--- config.mk ---
export PLATFORM = sky130hd
export DESIGN_NAME = oven_control_fsm_top
export DESIGN_NICKNAME = d
export VERILOG_FILES = /design/src/ocf_pkg.sv /design/src/oven_control_fsm_top.sv
export SDC_FILE = /design/constraint.sdc
export NUM_CORES = 1
export LEC_CHECK = 0
export ABC_AREA = 1
export BUFFER_PORTS_ARGS = -buffer_cell sky130_fd_sc_hd__buf_2
export CAP_MARGIN = 20
export CORE_ASPECT_RATIO = 1.75
export CORE_UTILIZATION = 40
export CTS_CLUSTER_SIZE = 24
export DETAILED_ROUTE_END_ITERATION = 16
export PLACE_DENSITY = 0.56
export SLEW_MARGIN = 20
export SYNTH_ARGS = -nofsm -noshare
export SYNTH_HDL_FRONTEND = slang
export SYNTH_SLANG_ARGS = --single-unit
--- constraint.sdc ---
create_clock -name clock -period 19.1 [get_ports clock]
set_clock_uncertainty 0.2 [all_clocks]
set_input_delay 3.82 -clock clock [delete_from_list [all_inputs] [get_ports clock]]
set_output_delay 3.82 -clock clock [all_outputs]
set_load 0.01 [all_outputs]
--- src/ocf_pkg.sv ---
// Package with the request and response types, codes and the knob scaling function.
`default_nettype none

package ocf_pkg;

   localparam logic [2:0] PH_SETUP  = 3'd0;
   localparam logic [2:0] PH_SELECT = 3'd1;
   localparam logic [2:0] PH_COOK   = 3'd2;
   localparam logic [2:0] PH_RESET  = 3'd3;
   localparam logic [2:0] PH_DONE   = 3'd4;

   localparam logic [1:0] MODE_BAKE  = 2'd0;
   localparam logic [1:0] MODE_TOAST = 2'd1;
   localparam logic [1:0] MODE_BROIL = 2'd2;

   localparam logic [1:0] FUNC_KNOB = 2'd0;

   localparam logic [16:0] STAMP_MOD     = 17'd100000;
   localparam logic [9:0]  TEMP_BASE     = 10'd300;
   localparam logic [9:0]  TEMP_BROIL    = 10'd500;
   localparam logic [7:0]  LONG_PRESS_RST = 8'd2;
   localparam logic [9:0]  TEMP_RST      = 10'd300;

   typedef struct packed {
      logic [1:0]  func;
      logic        btn3_down;
      logic        btn3_up;
      logic        btn4_down;
      logic        btn4_up;
      logic [9:0]  knob_value;
      logic [16:0] now_ticks;
   } req_type;

   typedef struct packed {
      logic [2:0]  oven_phase;
      logic [1:0]  mode;
      logic        editing_temp;
      logic [8:0]  set_seconds;
      logic [8:0]  left_seconds;
      logic [9:0]  temperature;
      logic [7:0]  led_bar;
      logic        display_inverted;
   } rsp_type;

   // Knob reading scaled to 0..255 through a percent-per-mille step, truncating twice.
   // The first division by 1023 is rewritten as k - ceil(23k / 1023).
   // The second division by 1000 is a shift by three and a reciprocal multiply for 125.
   function automatic logic [7:0] knob_level(input logic [9:0] knob);
      logic [14:0] prod23;
      logic [14:0] sum23;
      logic [4:0]  quo0;
      logic [10:0] rem0;
      logic [4:0]  ceil_q;
      logic [9:0]  pct;
      logic [17:0] scaled;
      logic [30:0] recip;
      prod23 = 15'(knob) * 15'd23;
      sum23  = prod23 + 15'd1022;
      quo0   = sum23[14:10];
      rem0   = {1'b0, sum23[9:0]} + 11'(quo0);
      ceil_q = (rem0 >= 11'd1023) ? quo0 + 5'd1 : quo0;
      pct    = knob - 10'(ceil_q);
      scaled = ({pct, 8'd0}) - 18'(pct);
      recip  = 31'(scaled[17:3]) * 31'd33555;
      return recip[29:22];
   endfunction

endpackage

`default_nettype wire

--- src/oven_control_fsm_top.sv ---
// Toaster-oven controller: input register, single-pass state update and result register.
//
// The req_ channel carries one event per request (kind, button edges, knob reading and
// a 5 Hz timestamp). For every accepted request the block returns exactly one
// response on the rsp_ channel, a snapshot of the controller after the event.
// The csr_ channel writes the long-press threshold; csr_ready is always high.
// A request is taken into an input register; when the response register can advance,
// the controller state is updated by a single pass of logic and the snapshot is loaded
// into the response register, which drives rsp_valid and rsp_data.
// One request is accepted in every cycle while the response side keeps up.
// When rsp_stall is high and a response is held, the response register keeps its data, and the input register
// holds the pending request; req_stall rises only when both are occupied.
// Synchronous reset returns the controller to setup in bake mode, time editing,
// temperature 300, all counts and the LED bar at zero, threshold two ticks,
// and empties both registers.
`default_nettype none

module oven_control_fsm_top
   import ocf_pkg::*;
(
   input  wire logic    clock,
   input  wire logic    reset,
   input  wire logic    req_valid,
   output logic         req_stall,
   input  wire req_type req_data,
   output logic         rsp_valid,
   input  wire logic    rsp_stall,
   output rsp_type      rsp_data,
   input  wire logic    csr_valid,
   output logic         csr_ready,
   input  wire logic [7:0] csr_data
);

   logic        in_valid_ff, in_valid_in;
   req_type     in_data_ff;
   logic        rsp_valid_ff, rsp_valid_in;
   rsp_type     rsp_data_ff, rsp_data_in;
   logic [7:0]  long_press_ff;

   logic [2:0]  phase_ff, phase_in;
   logic [1:0]  mode_ff, mode_in;
   logic        edit_temp_ff, edit_temp_in;
   logic [8:0]  cook_ff, cook_in;
   logic [8:0]  remain_ff, remain_in;
   logic [9:0]  temp_ff, temp_in;
   logic [16:0] press3_ff, press3_in;
   logic [16:0] press4_ff, press4_in;
   logic [7:0]  led_ff, led_in;
   logic [5:0]  led_step_ff, led_step_in;
   logic [5:0]  led_count_ff, led_count_in;
   logic        invert_ff, invert_in;

   logic        advance;
   logic        work;
   logic        run;
   logic [16:0] now_mod;
   logic [17:0] diff3, diff4;
   logic [16:0] elapsed3, elapsed4;
   logic        long3, long4;
   logic [7:0]  level;
   logic [5:0]  count_inc;
   logic [1:0]  mode_next;

   assign advance   = !rsp_valid_ff || !rsp_stall;
   assign work      = in_valid_ff && advance;
   assign req_stall = in_valid_ff && !advance;
   assign csr_ready = 1'b1;
   assign rsp_valid = rsp_valid_ff;
   assign rsp_data  = rsp_data_ff;

   assign now_mod  = (in_data_ff.now_ticks >= STAMP_MOD) ?
                     in_data_ff.now_ticks - STAMP_MOD : in_data_ff.now_ticks;
   assign diff3    = {1'b0, now_mod} - {1'b0, press3_ff};
   assign diff4    = {1'b0, now_mod} - {1'b0, press4_ff};
   assign elapsed3 = diff3[17] ? 17'(diff3 + 18'(STAMP_MOD)) : diff3[16:0];
   assign elapsed4 = diff4[17] ? 17'(diff4 + 18'(STAMP_MOD)) : diff4[16:0];
   assign long3    = elapsed3 >= 17'(long_press_ff);
   assign long4    = elapsed4 >= 17'(long_press_ff);
   assign level    = knob_level(in_data_ff.knob_value);
   assign count_inc = led_count_ff + 6'd1;
   assign run      = !(in_data_ff.func == FUNC_KNOB &&
                       (phase_ff == PH_COOK || phase_ff == PH_DONE));

   always_comb begin
      unique case (mode_ff)
         MODE_BAKE:  mode_next = MODE_TOAST;
         MODE_TOAST: mode_next = MODE_BROIL;
         default:    mode_next = MODE_BAKE;
      endcase
   end

   always_comb begin
      phase_in     = phase_ff;
      mode_in      = mode_ff;
      edit_temp_in = edit_temp_ff;
      cook_in      = cook_ff;
      remain_in    = remain_ff;
      temp_in      = temp_ff;
      press3_in    = press3_ff;
      press4_in    = press4_ff;
      led_in       = led_ff;
      led_step_in  = led_step_ff;
      led_count_in = led_count_ff;
      invert_in    = invert_ff;
      if (run) begin
         unique case (phase_ff) inside
            PH_SETUP: begin
               if (!edit_temp_ff) begin
                  cook_in = {1'b0, level} + 9'd1;
               end else begin
                  temp_in = {2'b00, level} + TEMP_BASE;
               end
               if (mode_ff == MODE_BROIL) begin
                  temp_in = TEMP_BROIL;
               end
               if (in_data_ff.btn3_down) begin
                  press3_in = now_mod;
                  phase_in  = PH_SELECT;
               end
               if (in_data_ff.btn4_down) begin
                  remain_in    = cook_in;
                  phase_in     = PH_COOK;
                  led_step_in  = cook_in[8:3];
                  led_count_in = 6'd0;
                  led_in       = 8'hFF;
               end
            end
            PH_SELECT: begin
               if (in_data_ff.btn3_up) begin
                  if (!long3) begin
                     mode_in      = mode_next;
                     edit_temp_in = 1'b0;
                     if (mode_next == MODE_BROIL) begin
                        temp_in = TEMP_BROIL;
                     end
                  end else if (mode_ff == MODE_BAKE) begin
                     edit_temp_in = !edit_temp_ff;
                  end else begin
                     edit_temp_in = 1'b0;
                  end
                  phase_in = PH_SETUP;
               end
            end
            PH_COOK, PH_RESET: begin
               if (phase_ff == PH_COOK &&
                   (in_data_ff.btn3_down || in_data_ff.btn3_up || in_data_ff.btn4_up)) begin
                  phase_in = phase_ff;
               end else if (phase_ff == PH_COOK && in_data_ff.btn4_down) begin
                  press4_in = now_mod;
                  phase_in  = PH_RESET;
               end else if (phase_ff == PH_RESET && long4) begin
                  phase_in = PH_SETUP;
                  led_in   = 8'd0;
               end else if (phase_ff == PH_RESET && in_data_ff.btn4_up) begin
                  phase_in = PH_COOK;
               end else if (remain_ff != 9'd0) begin
                  remain_in = remain_ff - 9'd1;
                  if (count_inc == led_step_ff) begin
                     led_count_in = 6'd0;
                     led_in       = {1'b0, led_ff[7:1]};
                  end else begin
                     led_count_in = count_inc;
                  end
               end else begin
                  remain_in = cook_ff;
                  phase_in  = PH_DONE;
                  led_in    = 8'd0;
                  if (phase_ff == PH_RESET) begin
                     invert_in = 1'b1;
                  end
               end
            end
            PH_DONE: begin
               if (in_data_ff.btn3_down || in_data_ff.btn3_up) begin
                  phase_in = phase_ff;
               end else if (in_data_ff.btn4_down) begin
                  phase_in  = PH_SETUP;
                  invert_in = 1'b0;
               end else begin
                  invert_in = !invert_ff;
               end
            end
            default: begin
               phase_in = PH_SETUP;
            end
         endcase
      end
   end

   always_comb begin
      rsp_data_in.oven_phase       = phase_in;
      rsp_data_in.mode             = mode_in;
      rsp_data_in.editing_temp     = edit_temp_in;
      rsp_data_in.set_seconds      = cook_in;
      rsp_data_in.left_seconds     = remain_in;
      rsp_data_in.temperature      = temp_in;
      rsp_data_in.led_bar          = led_in;
      rsp_data_in.display_inverted = invert_in;
      in_valid_in  = req_stall ? in_valid_ff : req_valid;
      rsp_valid_in = advance ? in_valid_ff : rsp_valid_ff;
   end

   always_ff @(posedge clock) begin
      if (req_valid && !req_stall) begin
         in_data_ff <= req_data;
      end
      if (work) begin
         rsp_data_ff <= rsp_data_in;
      end
   end

   always_ff @(posedge clock) begin
      if (reset) begin
         in_valid_ff   <= 1'b0;
         rsp_valid_ff  <= 1'b0;
         long_press_ff <= LONG_PRESS_RST;
         phase_ff      <= PH_SETUP;
         mode_ff       <= MODE_BAKE;
         edit_temp_ff  <= 1'b0;
         cook_ff       <= 9'd0;
         remain_ff     <= 9'd0;
         temp_ff       <= TEMP_RST;
         press3_ff     <= 17'd0;
         press4_ff     <= 17'd0;
         led_ff        <= 8'd0;
         led_step_ff   <= 6'd0;
         led_count_ff  <= 6'd0;
         invert_ff     <= 1'b0;
      end else begin
         in_valid_ff  <= in_valid_in;
         rsp_valid_ff <= rsp_valid_in;
         if (csr_valid && csr_ready) begin
            long_press_ff <= csr_data;
         end
         if (work) begin
            phase_ff     <= phase_in;
            mode_ff      <= mode_in;
            edit_temp_ff <= edit_temp_in;
            cook_ff      <= cook_in;
            remain_ff    <= remain_in;
            temp_ff      <= temp_in;
            press3_ff    <= press3_in;
            press4_ff    <= press4_in;
            led_ff       <= led_in;
            led_step_ff  <= led_step_in;
            led_count_ff <= led_count_in;
            invert_ff    <= invert_in;
         end
      end
   end

endmodule

`default_nettype wire

Yosys cells after proc, flatten, opt, wreduce, memory -nomap -nowiden:

Index checks and enable logic that the tools add are counted.

* add/sub/neg operators: 14
* $mul: 2
* order comparisons: 4
* eq/ne operators: 14
* multiplexer cells: 71
* bitwise logic cells: 2
* reductions and logical operators: 28

Operator list (count)
* $mux 9: 10
* $mux 8: 8
* $mux 10: 6
* $mux 17: 3
* $mux 6: 7
* $sub 17x17->18: 2
* $add 17x17->17 const B: 2
* $ge 17x8->1: 2
* $mux 3: 11
* $mul 15x16->30 const B: 1
* $pmux 10 s2: 1
* $pmux 9 s2: 1
* $sub 18x10->18: 1
* $ge 17x17->1 const B: 1
* $sub 17x17->17 const B: 1
* $pmux 8 s2: 1
* $add 15x10->15 const B: 1
* $mul 10x5->15 const B: 1
* $mux 1: 14
* $ne 2x2->1 const B: 6
* $pmux 3 s4: 1
* $pmux 6 s2: 1
* $add 10x5->11: 1
* $ge 11x10->1 const B: 1
* 28 further kinds: 51

* bits in registers: 175
* output and inout bits: 46
* word-level logic and storage cells: 165

Depth between registers and ports, before layout:

Gate-level depths: netlist (run 1).

* depth after elaboration: 13
* mapped depth: 83

Worst setup path before layout (run 1):

Ideal clock, no wire load.

* path kind: register -> register
* from: reg in_data_ff[21] in the netlist's numbering
* to: reg rsp_data_ff (netlist bit rsp_data[27]), data pin
* library setup time: 128 ps
* arrival time: 12428 ps
* required time: 18772 ps
* setup slack: 6344 ps
* stages on the path, launching flop included: 73
* period minus slack after synthesis: 12756 ps
* cell sequence: edfxtp_1 -> fa_1 -> fa_1 -> inv_1 -> fa_1 -> inv_1 -> ha_1 -> a21oi_1 -> o21ai_0 -> nand2_1 -> nand2_1 -> a21oi_1 -> inv_1 -> a21oi_1 -> o21bai_1 -> a21o_1 -> a21oi_1 -> xor2_1 -> [37 not listed] -> nand2_1 -> inv_1 -> nand2_1 -> nor3_1 -> nand4_1 -> nand3_1 -> xor2_1 -> ha_1 -> inv_1 -> nor3_1 -> nand2_1 -> inv_1 -> nand3_1 -> o21ai_2 -> a21oi_1 -> nand2_1 -> nand2_1 -> inv_1

* longest elaborated chain between the ends: 13
* elaborated cells between the ends (all ways): 14

Ends and longest elaborated chain
* from (decl): RTL line oven_control_fsm_top.sv:35 `req_type in_data_ff;`
* from (signal assigned): RTL line oven_control_fsm_top.sv:205 `in_data_ff <= req_data;`
* $mul 10x5->15: RTL line ocf_pkg.sv:57 `prod23 = 15'(knob) * 15'd23;`
* $add 15x10->15: RTL line ocf_pkg.sv:58 `sum23 = prod23 + 15'd1022;`
* $add 10x5->11: RTL line ocf_pkg.sv:60 `rem0 = {1'b0, sum23[9:0]} + 11'(quo0);`
* $ge 11x10->1: RTL line ocf_pkg.sv:61 `ceil_q = (rem0 >= 11'd1023) ? quo0 + 5'd1 : quo0;`
* $mux 5: RTL line ocf_pkg.sv:61
* $sub 10x5->10 *: RTL line ocf_pkg.sv:62 `pct = knob - 10'(ceil_q);`
* $sub 18x10->18 *: RTL line ocf_pkg.sv:63 `scaled = ({pct, 8'd0}) - 18'(pct);`
* $mul 15x16->30 *: RTL line ocf_pkg.sv:64 `recip = 31'(scaled[17:3]) * 31'd33555;`
* $add 8x1->9 *: RTL line oven_control_fsm_top.sv:109 `cook_in = {1'b0, level} + 9'd1;`
* $mux 9 *: RTL line oven_control_fsm_top.sv:108 `if (!edit_temp_ff) begin`
* $mux 9 *: RTL line oven_control_fsm_top.sv:120 `if (in_data_ff.btn4_down) begin`
* $pmux 9 s2 *: RTL line oven_control_fsm_top.sv:106 `unique case (phase_ff) inside`
* $mux 9 *: RTL line oven_control_fsm_top.sv:105 `if (run) begin`
* net remain_in[8]: RTL line oven_control_fsm_top.sv:44 `logic [8:0] remain_ff, remain_in;`
* to (signal assigned): RTL line oven_control_fsm_top.sv:208 `rsp_data_ff <= rsp_data_in;`
* to (decl): RTL line oven_control_fsm_top.sv:37 `rsp_type rsp_data_ff, rsp_data_in;`

The timed path passes the listed nets; every way through them passes the cells marked *.
A chain may end at the register's enable or synchronous reset.

Final worst setup path (run 1):

* from: reg in_data_ff[22] in the netlist's numbering
* to: reg rsp_data_ff (netlist bit rsp_data[27]), data pin

The elaborated chain is that of the path after synthesis.

==> results by group, run 1 <==
Setup path
  • Critical Path Most Common Cell: nand2_1
  • Reg2Reg Depth: 74
  • R2r setup slk: 3.95 ns
  • Slowest stage delay, CP: 0.57 ns
  • Worst Path Required: 19.23 ns
  • Worst setup SP type: register
  • Critical Path End Type: register
  • Worst reg2reg path startpoint: in_data_ff[22]
  • Worst reg2reg endpoint: rsp_data[27]
  • Crit path max fanout: 7
  • CP Class: register to register
  • Crit-path slowest cell: edfxtp_1
  • Worst path arrival time: about 15 ns

Timing
  • Unrepaired setup endpoints after global routing: no
  • Tcrit/Tclk final: 79.32%
  • Endpoints failing setup: 0
  • Hold Fails Final Rpt: 0
  • Crit path time final: 15.15 ns
  • Final setup TNS: 0 ns
  • Fin. max-slew vios: 0
  • Slew HR: about a third
  • Fmax: between 60 and 70 MHz
  • Worst-margin pin slew: 0.9859 ns

Die
  • Initial Util: 40.64%
  • Io pins: 92
  • FP Rows: just under 100
  • Core area: ~0.042 mm²
  • Die extent in x: 157.7 µm
  • Die height: 274.4 µm
  • Die area: 0.04328 mm²

Global route
  • Gr ovfl total: 0
  • M1 GR Usage: 21.89%
  • Overall Global Routing Usage: between 20% and 30%
  • M2 GR Usage: 45.40%
  • Vias in the first global route: 15.38k
  • Met3 GRT Util: 2.466%
  • Largest net degree at the start of global routing: 55
  • GRT Max-Usage Layer: met2
  • First-pass GRT wire length: 75760 µm
  • Initial antenna violation count: 1

Synthesis
  • Area contributors post-synth: ha_1, edfxtp_1, dfxtp_1
  • Syn Area/Cell: between 7 and 8 µm²
  • Main synth FF type: dfxtp_1
  • Seq/Total Area, Yosys: around a quarter
  • Area leader, netlist: ha_1
  • Yosys cell types: 65
  • Synth top area share: 14.82%
  • Synthesized area: 0.01697 mm²
  • Synthesized netlist cell count: around 2.3k
  • Top-count cell post-synth: inv_1
  • Most common library cells after synthesis: inv_1, nand2_1, ha_1
  • FFs w/ async S/R, synth: 0%
  • Post-synth EDFFs: 76
  • Yosys warning count: 0
  • Syn Nets: 2641
  • FF+latch count, synth: 175

Clocking
  • Clk buf depth: 2
  • Gates resized, CTS repair: 0
  • CTS tree: done
  • CTS root buffer: clkbuf_16
  • Clock sink total: approximately 180
  • Post-CTS Setup Bufs: 0
  • H-tree depth: 4
  • Skew-Pair Late Insertion Delay: between 0.4 and 0.5 ns
  • Hold-fix buffers, CTS: 0
  • Clock transition at the registers of the reported paths: roughly 0.08 ns
  • Num CTS Buffers: 17

Placed design
  • Dpl hpwl: 38500 µm
  • Placer Congestion: between 0.9 and 1
  • Port bufs: 90

Layout
  • Layout Nets: 2719
  • Multi-input logic area: 0.01077 mm²
  • Layout cells sized above 1: 8.375%
  • Fill cells: between 4k and 5k
  • Sequential standard cell area: 0.004264 mm²
  • Area Growth Syn to Fin: 9.712%

Flow run
  • Max-Cap Viols: 0

Route
  • Drt pass-1 iters: 5
  • DR WL/cell: roughly 16 µm
  • Vias per cell: 5.149
  • Via Count: around 15k
  • DR iter-0 viols: 736
  • Remaining DRCs: 0
  • DRT Wirelength: about 47000 µm
  • Post-route ant nets: 0

Worst hold path
  • Hold EP: press4_ff[3]
  • Hold_sp: press4_ff[3]
  • HP Class: register to register
  • Worst hold stages: 2

Status
  • Status: completed
how the worst max path moves through the flow:
stage | endpoint | depth (start not counted) | from
after global routing | rsp_data[27] | 70 | in_data_ff[22]
after CTS | rsp_data[27] | 74 | in_data_ff[22]
after global placement | rsp_data[27] | 70 | in_data_ff[22]
final | rsp_data[27] | 74 | in_data_ff[22]
after detailed placement | rsp_data[27] | 74 | in_data_ff[22]
after floorplan | rsp_data[27] | 72 | in_data_ff[21]
metal layers:
| metal | vias to the layer above | wire (µm) | share of wire, % |
|---|---|---|---|
| met5 | - | 0 | 0 |
| met4 | 0 | 1952 | 4.1 |
| met3 | 113 | 1073 | 2.3 |
| met2 | 303 | 26640 | 57 |
| met1 | 7131 | 17450 | 37 |
| li1 | 7796 | - | - |
per-stage QoR:
step	hold slack (ns)	util (%)	cell area, µm²	setup slack, ns	std cells
floorplan	0.2331	-	16970	6.344	2333
global placement	0.2456	43.11	18000	4.146	2947
detailed placement	0.2547	43.11	18000	4.050	2947
CTS	0.2680	44.59	18610	4.002	2979
global route	0.2911	44.59	18610	2.753	2980
finish	0.2626	44.59	18610	3.949	2980
layout by cell type, fill, tap and decap left out, types with 12 or more instances in the layout:
master	synthesis	final
nor2_1	140	139
nand2_2	17	17
nand3_1	120	120
xor2_1	58	58
nand4_1	44	44
a21oi_1	180	180
clkbuf_16	0	17
o21ai_1	14	14
o21ai_0	177	177
fa_1	61	61
inv_1	457	455
ha_1	201	201
dfxtp_1	99	99
xnor2_1	15	15
a31oi_1	15	15
o211ai_1	12	12
nor3_1	15	15
buf_2	3	90
nand2_1	456	456
edfxtp_1	76	76
registers in the layout, indices dropped and copies added, names as in the netlist, 6 cells and up:
register and flops:
press4_ff 17, cook_ff 9, remain_ff 9, led_ff 8, long_press_ff 8, temp_ff 10
led_step_ff 6, led_count_ff 6, rsp_data 43, in_data_ff 33, press3_ff 17
worst max-delay path: cells and delay by family, from the launching register on:
kind	cells	cell delay, ns
AOI/OAI and AO/OA	13	2.47
xor gates and xnor gates	4	1.53
adders and majority gates	15	6.08
buffers and inverters	14	1.12
DFF	1	0.57
and+or+nand+nor	28	3.00
cells by family after synthesis:
group | count (synthesis) | share of synthesized area, %
simple gates | 846 | 22.12
compound gates | 466 | 15.28
flops | 175 | 25.13
xor+xnor | 75 | 3.960
other cells | 1 | 0.02210
fa+ha+maj | 262 | 22.02
buf+inv | 508 | 11.46
cell type report:
class	count	area share [%]
multi-input cells	1650	57.87
flip-flops and latches	175	22.91
repair buffers	97	2.702
well taps	555	3.731
inverters	470	9.478
diodes	1	0.01344
clock inverters	14	0.9948
clock buffers	18	2.306
Power of run 1 is not shown: default switching activity piles up to over one toggle a cycle in this logic, so the estimate is an artifact.
==> run 2: changes to the inputs <==
Settings changed: PLACE_DENSITY 0.56 to 0.58.
Clock period 19.1 ns to 13.2 ns, I/O delays scaled along.
==> run 2 against run 1 <==
Compared with the run above: critical path depth unchanged; non-clock buffer count is 74 higher; final cell count increased by 2.5%; core utilization up 3.1 points; worst setup slack worse by 3.4 ns; routed wire length up 2.2%; die area is the same; register-to-register slack got worse by 3.4 ns; first-iteration DRC count down 4.5%.
==> results by group, run 2 (synthesis results as in run 1) <==
Die
  • FP Rows: 99
  • Initial Util: 40.64%
  • Die height: around 270 µm
  • Die extent in x: about 160 µm
  • Io pins: 92
  • Core area: approximately 0.042 mm²
  • Die area: between 0.04 and 0.05 mm²

Timing
  • Final setup TNS: 0 ns
  • Hold Fails Final Rpt: 0
  • Slew HR: 30.34%
  • Fmax: between 70 and 80 MHz
  • Tcrit/Tclk final: 96.18%
  • WHS: ~0.26 ns
  • Crit path time final: 12.70 ns
  • Worst-margin pin slew: 1.041 ns
  • Fin. max-slew vios: 0
  • Endpoints failing setup: 0

Layout
  • Layout Nets: 2794
  • Most common cell after layout, fill and taps aside: inv_1
  • Leading cell types in the layout, fill and taps excluded: inv_1, nand2_1, ha_1
  • Area Growth Syn to Fin: 17.36%
  • Final core occ: 47.70%
  • Diodes inserted: 0
  • Layout cells sized above 1: 16.17%
  • Post-route cell area: 0.01991 mm²
  • Max reg flops: between 40 and 50

Flow run
  • Max-Cap Viols: 0

Worst hold path
  • HP Class: register to register
  • Hold_sp: press3_ff[2]
  • Worst hold stages: 2
  • Hold EP: press3_ff[2]

Route
  • Remaining DRCs: 0
  • DR WL/cell: 15.76 µm
  • Post-route ant nets: 0
  • DR iter-0 viols: 703
  • Via Count: between 15k and 20k
  • DRT Wirelength: around 48000 µm
  • Vias per cell: just over 5
  • Drt pass-1 iters: 5

Clocking
  • Num CTS Buffers: 17
  • CTS root buffer: clkbuf_16
  • Clk buf depth: 2
  • Clock sink total: roughly 180
  • Skew-Pair Late Insertion Delay: 0.46 ns
  • Hold-fix buffers, CTS: 0
  • CTS tree: done
  • H-tree depth: 4
  • Clock transition at the registers of the reported paths: 0.08 ns

Global route
  • Initial antenna violation count: 0
  • Overall Global Routing Usage: 22.45%
  • Gr ovfl total: 0
  • Vias in the first global route: 15.76k
  • First-pass GRT wire length: 75960 µm
  • Largest net degree at the start of global routing: 55

Status
  • Status: completed

Placed design
  • Dpl hpwl: ~39000 µm
  • DP Area: approximately 0.018 mm²
  • Port bufs: 90
  • Placer Congestion: 0.9235

Setup path
  • Reg2Reg Depth: 74
  • CP Class: register to register
  • Worst path arrival time: 12.90 ns
  • Crit-path leading delay family: adder cells
  • CP Launch Point: in_data_ff[22]
  • Critical Path End Type: register
  • Worst setup SP type: register
  • Worst reg2reg path startpoint: in_data_ff[22]
  • R2r setup slk: 0.50 ns
  • Bufs and invs on worst path: 14
  • Critical Path Most Common Cell: inv_1
  • Crit-path slowest cell: fa_1
  • Worst Path Required: 13.41 ns
  • Slowest stage delay, CP: 0.55 ns
  • Crit path max fanout: 5
  • Worst reg2reg endpoint: cook_ff[7]
==> run 2: changes by cell type in the layout (fill, tap and decap cells not counted), moves of 12 or more <==
cell     delta
nand2_2    +21
o21ai_1    +13
nor2_1     -15
nor2_2     +12
ha_4       +20
buf_4      +74
nand2_1    -23
ha_1       -22
o21ai_0    -18
==> run 2: repair_timing <==
item / 4_1_cts / 5_1_grt
pin swaps: 0 / 77
setup buffers: 0 / 18
cloned: 0 / 1
setup endpoints to repair: 29 / 62
gates resized for setup: 5 / 152
==> run 2: worst max-delay path by stage <==
stage                        end  slack, ns  depth (start not counted)
floorplan           rsp_data[27]       0.44                         72
global placement    rsp_data[22]       0.18                         67
detailed placement  remain_ff[8]      -0.19                         68
CTS                 remain_ff[5]       0.02                         70
global route        remain_ff[7]      -0.21                         78
finish                cook_ff[7]       0.50                         74
==> run 2: stage by stage <==
stage	worst slack, ns	cells
floorplan	0.4444	2333
global placement	0.1769	3003
detailed placement	-0.1867	3003
CTS	0.02382	3035
global route	-0.2149	3054
finish	0.5040	3054
==> run 2: per-layer routing <==
metal / track usage (%) / share of wire (%)
met5: 0 / 0
met4: 13.44 / 5.7
met3: 2.387 / 2.2
met2: 44.74 / 56
met1: 21.41 / 36
==> run 2: cell type report <==
| class | instances | area, µm² |
|---|---|---|
| Multi-Input combinational cell | 1651 | 11500 |
| Inverter | 470 | 1764 |
| Sequential cell | 175 | 4264 |
| Clock buffer | 17 | 425.4 |
| Timing Repair Buffer | 171 | 1059 |
| Fill cell | 4204 | 21830 |
| Tap cell | 555 | 694.4 |
| Clock inverter | 15 | 201.4 |
==> run 2: worst min-delay path, delay by kind of cell (launching register included) <==
| kind | cells | cell delay, ns |
|---|---|---|
| buffers and inverters | 1 | 0.06 |
| AOI/OAI and AO/OA | 1 | 0.06 |
| DFF | 1 | 0.30 |
Power of run 2 is left out for the same reason.
